**config.mk**
```make
export PLATFORM = sky130hd
export DESIGN_NAME = dsu_ram
export DESIGN_NICKNAME = d
export VERILOG_FILES = /design/src/design/dsu_ram.sv
export SDC_FILE = /design/constraint.sdc
export NUM_CORES = 1
export LEC_CHECK = 0
export BUFFER_PORTS_ARGS = -buffer_cell sky130_fd_sc_hd__buf_2
export CAP_MARGIN = 20
export CELL_PAD_IN_SITES_DETAIL_PLACEMENT = 1
export CELL_PAD_IN_SITES_GLOBAL_PLACEMENT = 1
export CORE_UTILIZATION = 53
export CTS_CLUSTER_SIZE = 14
export DETAILED_ROUTE_END_ITERATION = 10
export PLACE_DENSITY = 0.83
export SLEW_MARGIN = 5
export SYNTH_ARGS = -nofsm -noshare
export SYNTH_HDL_FRONTEND = slang
export SYNTH_SLANG_ARGS = --single-unit
```
**constraint.sdc**
```tcl
create_clock -name i_clk -period 2.65 [get_ports i_clk]
set_input_delay 0.795 -clock i_clk [delete_from_list [all_inputs] [get_ports i_clk]]
set_output_delay 0.795 -clock i_clk [all_outputs]
set_load 0.05 [all_outputs]
```
**src/design/dsu_ram.sv**
```systemverilog
// generic simple dual-port ram with registered read
`default_nettype none
module dsu_ram #(
    parameter int WIDTH = 8,
    parameter int DEPTH = 16
) (
    input  wire logic                     i_clk,
    input  wire logic                     i_we,
    input  wire logic [$clog2(DEPTH)-1:0] i_waddr,
    input  wire logic [WIDTH-1:0]         i_wdata,
    input  wire logic [$clog2(DEPTH)-1:0] i_raddr,
    output logic      [WIDTH-1:0]         o_rdata
);

    logic [WIDTH-1:0] r_mem [DEPTH];

    // write port
    always_ff @(posedge i_clk) begin
        if (i_we) begin
            r_mem[i_waddr] <= i_wdata;
        end
    end

    // registered read port
    always_ff @(posedge i_clk) begin
        o_rdata <= r_mem[i_raddr];
    end

endmodule
`default_nettype wire
```
==> results of run 1 <==
[path summary, 6_finish.rpt]
kind | startpoint | endpoint | depth (start not counted)
worst max-delay path | o_rdata[4]$_DFF_P_ | o_rdata[4] | 1
worst max register to register | r_mem[1][3]$_DFFE_PP_ | o_rdata[3]$_DFF_P_ | 3
worst min-delay path | i_wdata[3] | r_mem[2][3]$_DFFE_PP_ | 1
worst min register to register | r_mem[14][7]$_DFFE_PP_ | o_rdata[7]$_DFF_P_ | 3
[where the power goes]
part           internal, mW  switching [mW]
clock                  1.66           0.912
sequential             2.40          0.0149
combinational        0.0988           0.180
[cells in the mapped netlist]
cell type	number
dfxtp_1	8
clkdlybuf4s25_2	3
nand3_1	1
nor2_1	13
and2b_1	1
buf_6	3
nand2_1	9
nor3_1	4
a22oi_1	16
mux4_2	18
buf_4	1
or3b_2	1
mux4_1	14
nor2b_1	1
and2_1	1
nand3b_1	2
buf_2	3
nand2b_1	2
edfxtp_1	128
[state kept, by name, summed over array words and instances (netlist names)]
| signal | count |
|---|---|
| o_rdata | 8 |
| r_mem | 128 |
[kinds of logic (layout without fill, tap and decap cells)]
logic type             count (synthesis)  after routing
buffers and inverters                 10             80
AOI/OAI and AO/OA                     16             16
and+or+nand+nor                       35             35
muxes                                 32             32
DFF                                  136            136
[layout make-up]
cell class / count / share of cell area [%]
Clock buffer: 19 / 6.97
Tap cell: 129 / 2.61
Multi-Input combinational cell: 83 / 17.1
Timing Repair Buffer: 48 / 5.21
Clock inverter: 13 / 3.51
Sequential cell: 136 / 64.6
[layer usage]
metal,global-route usage (%),vias up
met1,34.0,1343
met3,6.38,21
met4,10.6,0
met5,0,-
met2,38.5,102
li1,-,1096
==> metrics.md, run 1 <==
| Metric | Value |
|---|---|
| Outcome | finished, final reports clean |
| Synthesis-stage register bit count | 136 |
| Cells along the critical path | buf_2 |
| Number of different library cells in the post-synthesis netlist | 19 |
| # resized after CTS | 0 |
| Slew at the pin closest to its max-slew limit | 0.497 ns |
| Highest-count cells in the layout ignoring fill and taps | 128 x edfxtp_1, 25 x buf_2, 21 x buf_4, 18 x mux4_2 |
| Layout fillers | 766 |
| Finished Core Util | 66.4% |
| Synth Net Count | 247 |
| # clock sinks | 136 |
| Number of search-and-repair iterations in the first detailed-routing pass | 7 |
| Worst setup slack before clock tree synthesis | 0.348 ns |
| Multiplexer area fraction after synthesis | 15.0% |
| Largest family of logic cells by synthesized area | multiplexers |
| Compound-gate portion of the synthesized area | 2.33% |
| Placed wire-length estimate after detailed placement | 6870 um |
| Reg area | 4000 um2 |
| Area grow syn2layout | 20.3% |
| Area share of xor/xnor cells in the synthesized design | 0% |
| Area share of fa/ha/maj cells after synthesis | 0% |
| Syn. warnings | 0 |
| Count of input and output buffers | 25 |
| Final std cells w/o fill | 428 |
| Max frequency | 517 MHz |
| Number of H-tree levels | 4 |
| Hold WS | 0.662 ns |
| Pin count of the biggest net entering global routing | 33 |
| Hold Vio Cnt, Final | 0 |
| Area of the mapped netlist | 5150 um2 |
| Aggregate global-route resource usage | 24.9% |
| Sort of element at the end of the critical path | primary output |
| Die Span X | 101 um |
| Peak VDD IR | 0.415 mV |
| Post-place instance area | 5550 um2 |
| I/O pin count | 26 |
| Synthesized area per cell | 22.5 um2 |
| Diode count | 0 |
| Final sum of negative setup slack | 0 ns |
| Required time reported for the critical path endpoint | 1.86 ns |
| Insertion delay to the later sink of the worst-skew pair | 0.53 ns |
| Type of the worst setup path | reg2out |
| Total buffers and inverters traversed by the critical path | 1 |
| Normalized max-slew margin | 66.7% |
| Number of antenna violations at the first check in global routing | 0 |
| Power consumption | 5.27 mW |
| Number of pins with negative max-slew slack in the final report | 0 |
| Area enclosed by the die boundary | 10,100 um2 |
| Sequential share of the synthesized area | 77.8% |
| Top layer used by detailed routing | met4 |
| Largest delay contributor family on the critical path | flip-flops |
| Clock buffer depth | 2 |
| Number of routed nets with antenna violations | 0 |
| Max-cap violations | 0 |
| Number of nets in the layout | 304 |
| Top cells by area in the synthesized netlist | edfxtp_1 75%, mux4_2 7.9%, mux4_1 7.1% |
| Worst-case register-to-register setup slack | 1.21 ns |
| Die boundary height | 101 um |
| Yosys top cell by area | edfxtp_1 |
| Hold buffer count at cts | 0 |
| Post-DR wirelength/cell | 26.5 um |
| Signal arrival time at the worst endpoint | 1.14 ns |
| Share of the clock period used by the worst path after layout | 73.0% |
| Final setup violation count | 0 |
| Crit Path Max Fanout | 1 |
| Unrepaired setup endpoints after global routing | false |
| Min Clock Period, post-route | 1.93 ns |
| Worst-case clock skew | 0.00966 ns |
| Synth Area in Simple Gates | 3.18% |
| Smallest setup slack after layout | 0.717 ns |
| Initial detailed-routing violation count | 163 |
| First-pass GRT wire length | 16,800 um |
| Layout cells sized above 1 | 32.8% |
| Via count of the first global-routing pass | 2,625 |
| Kind of path behind the tightest hold check | in2reg |
| Stage delay of the slowest cell on the critical path | 0.34 ns |
| Final instance area | 6190 um2 |
| Most common cell after layout, fill and taps aside | edfxtp_1 |
| Post-CTS setup repair buffer count | 0 |
| Post-Syn Instances | 229 |
| Std cell rows | 35 |
| Mean number of vias per cell | 5.99 |
| Clock root buffer master | clkbuf_8 |
| Met3 WL | 534 um |
| Cell at the slowest stage of the critical path | dfxtp_1 |
| Floorplan Core Area | 9330 um2 |
| Setup crit start kind | flop |
| Total power divided by cell area | 851 nW/um2 |
| CTS Buf Count | 17 |
| Effective utilization at floorplan | 55.2% |
| TritonCTS clock tree | built |
| Placer congestion estimate | 0.738 |
| Number of placed instances, taps included | 396 |
| Residual DRC count | 0 |
| Multi-input logic area | 1060 um2 |
| Routed Wire Length | 11,300 um |
| Total overflow reported by the global router | 0 |
| Detailed route wirelength on metal2 | 5590 um |
| Post-synth top area share | 74.7% |
| Number of vias after detailed routing | 2,562 |
| Leakage power | 2.14 nW |
| Clock-pin slew reported for the worst setup and hold paths after clock tree synthesis | 0.07 ns |
| Met1 Wirelength | 5000 um |
No activity file was read; power rests on OpenSTA's default activity.
==> inputs of run 2 (changes only) <==
==> constraint.sdc (replaced) <==
create_clock -name i_clk -period 1.9 [get_ports i_clk]
set_input_delay 0.57 -clock i_clk [delete_from_list [all_inputs] [get_ports i_clk]]
set_output_delay 0.57 -clock i_clk [all_outputs]
set_load 0.05 [all_outputs]
==> metrics.md, run 2 (synthesis gave the netlist of run 1 again) <==
| Metric | Value |
|---|---|
| Aggregate global-route resource usage | 24.1% (was 24.9%) |
| Normalized max-slew margin | 51.1% (was 66.7%) |
| Layout cells sized above 1 | 31.8% (was 32.8%) |
| Max frequency | 580 MHz |
| Flip-flop count of the largest register, all copies and words added | 128 (unchanged) |
| # clock sinks | 136 (unchanged) |
| Initial detailed-routing violation count | 181 (was 163) |
| # resized after CTS | 0 (unchanged) |
| Clock root buffer master | clkbuf_8 (unchanged) |
| GR Util met2 | 40.0% (was 38.5%) |
| Met3 global-route usage | 6.80% (was 6.38%) |
| Total buffers and inverters traversed by the critical path | 1 (unchanged) |
| Proportion of power drawn by the clock network | 46.9% (was 48.8%) |
| Pin count of the biggest net entering global routing | 20 (was 33) |
| Via count of the first global-routing pass | 2,705 (was 2,625) |
| Layer with the highest usage | met2 (unchanged) |
| Stage delay of the slowest cell on the critical path | 0.36 ns (was 0.34 ns) |
| Outcome | finished, final reports clean (unchanged) |
| Required time reported for the critical path endpoint | 1.33 ns (was 1.86 ns) |
| Post-CTS setup repair buffer count | 0 (unchanged) |
| Number of antenna violations at the first check in global routing | 0 (unchanged) |
| Met1 usage in global routing | 31.2% (was 34.0%) |
| Cell at the slowest stage of the critical path | dfxtp_1 (unchanged) |
| Placer congestion estimate | 0.672 (was 0.738) |
| Slew at the pin closest to its max-slew limit | 0.732 ns (was 0.497 ns) |
| Total overflow reported by the global router | 0 (unchanged) |
| Die boundary height | 101 um (unchanged) |
| Post-DR wirelength/cell | 25.4 um (was 26.5 um) |
| Number of placed instances, taps included | 396 (unchanged) |
| Insertion delay to the later sink of the worst-skew pair | 0.52 ns (was 0.53 ns) |
| Sw frac | 20.7% (was 21.0%) |
| Number of vias after detailed routing | 2,516 (was 2,562) |
| Sort of element at the end of the critical path | primary output (unchanged) |
| Worst-case clock skew | 0.0124 ns (was 0.00966 ns) |
| Cells along the critical path | buf_2 (unchanged) |
| Largest registers | r_mem (128), o_rdata (8) (unchanged) |
| Number of search-and-repair iterations in the first detailed-routing pass | 5 (was 7) |
| Signal arrival time at the worst endpoint | 1.16 ns (was 1.14 ns) |
| Number of H-tree levels | 4 (unchanged) |
| Diode count | 0 (unchanged) |
| Final sum of negative setup slack | 0 ns (unchanged) |
| Largest register by flop count | r_mem (unchanged) |
| Most common cell after layout, fill and taps aside | edfxtp_1 (unchanged) |
| Number of routed nets with antenna violations | 0 (unchanged) |
| Share of total power in combinational logic | 5.6% (was 5.3%) |
| CTS Buf Count | 17 (unchanged) |
| Hold buffer count at cts | 0 (unchanged) |
| Floorplan Core Area | 9330 um2 (unchanged) |
| Residual DRC count | 0 (unchanged) |
| Placed wire-length estimate after detailed placement | 7080 um (was 6870 um) |
| Internal power contribution | 5.63 mW (was 4.17 mW) |
| Min Clock Period, post-route | 1.73 ns |
| Number of pins with negative max-slew slack in the final report | 0 (unchanged) |
| Peak VDD IR | 0.738 mV (was 0.415 mV) |
| Flop pwr share | 47.6% (was 45.9%) |
| Count of input and output buffers | 25 (unchanged) |
| Hold Vio Cnt, Final | 0 (unchanged) |
| Layout fillers | 764 (was 766) |
| Kind of path behind the tightest hold check | in2reg (unchanged) |
| Area enclosed by the die boundary | 10,100 um2 (unchanged) |
| Unrepaired setup endpoints after global routing | false (unchanged) |
| Share of the clock period used by the worst path after layout | 90.8% |
| Crit Path Max Fanout | 1 (unchanged) |
| NetSw | 1.47 mW (was 1.11 mW) |
| Area grow syn2layout | 20.0% (was 20.3%) |
| Finished Core Util | 66.2% (was 66.4%) |
| Final std cells w/o fill | 428 (unchanged) |
| First-pass GRT wire length | 16,300 um (was 16,800 um) |
| Mean number of vias per cell | 5.88 (was 5.99) |
| Number of nets in the layout | 304 (unchanged) |
| Die Span X | 101 um (unchanged) |
| Type of the worst setup path | reg2out (unchanged) |
| Final setup violation count | 0 (unchanged) |
| Highest-count cells in the layout ignoring fill and taps | 128 x edfxtp_1, 25 x buf_2, 19 x buf_4, 18 x mux4_2 (was 128 x edfxtp_1, 25 x buf_2, 21 x buf_4, 18 x mux4_2) |
| Leakage power | 2.11 nW (was 2.14 nW) |
| Clock buffer depth | 2 (unchanged) |
| Max-cap violations | 0 (unchanged) |
| Clock-pin slew reported for the worst setup and hold paths after clock tree synthesis | 0.06 ns (was 0.07 ns) |
| Std cell rows | 35 (unchanged) |
| Total power divided by cell area | 1150 nW/um2 (was 851 nW/um2) |
| Routed Wire Length | 10,900 um (was 11,300 um) |
| I/O pin count | 26 (unchanged) |
| Setup crit start kind | flop (unchanged) |
| Largest delay contributor family on the critical path | flip-flops (unchanged) |
| Hold WS | 0.439 ns (was 0.662 ns) |
| TritonCTS clock tree | built (unchanged) |
| Effective utilization at floorplan | 55.2% (unchanged) |
==> run 2: changes by cell type in the layout (fill, tap and decap cells not counted) <==
cell        change
clkbuf_1        +2
inv_6           -3
bufinv_16       -1
clkbuf_8        -1
buf_4           -2
clkinvlp_4      +1
buf_12          +2
nor3_1          -1
nor3_2          +1
clkinv_1        +2
==> run 2: stage by stage <==
stage               area (um2)  power [mW]  setup WS (ns)
floorplan                 5150        3.67         0.0639
global route              6180        7.29          0.137
global placement          5580        3.81         -0.104
finish                    6180        7.10          0.175
CTS                       6180        7.15          0.147
detailed placement        5580        3.84         -0.138
==> run 2: power groups by stage <==
stage,Clock [mW],Combinational (mW),Sequential (mW)
global route,3.48,0.418,3.38
floorplan,0,0.171,3.50
finish,3.33,0.394,3.38
global placement,0,0.380,3.43
detailed placement,0,0.397,3.44
CTS,3.37,0.399,3.38
==> run 2: path summary, 6_finish.rpt <==
path / from / endpoint / slack, ns / cells after the start
worst max register to register: r_mem[1][5]$_DFFE_PP_ / o_rdata[5]$_DFF_P_ / 0.45 / 3
worst min-delay path: i_wdata[2] / r_mem[1][2]$_DFFE_PP_ / 0.44 / 1
worst min register to register: r_mem[7][6]$_DFFE_PP_ / o_rdata[6]$_DFF_P_ / 0.69 / 3
worst max-delay path: o_rdata[3]$_DFF_P_ / o_rdata[3] / 0.17 / 1
==> run 2: area by class of cell <==
cell class	instances	area, um2	area share, %
clock buffer	20	425	6.89
clock inverter	12	176	2.86
multi-input combinational	83	1060	17.2
sequential	136	4000	64.8
tap	129	161	2.61
timing repair buffer	48	348	5.63
==> run 2: per-layer routing <==
layer / part of all wire, % / up-vias
met5: 0 / -
met4: 1.3 / 0
met3: 4.8 / 13
met2: 53 / 85
met1: 41 / 1330
li1: - / 1088
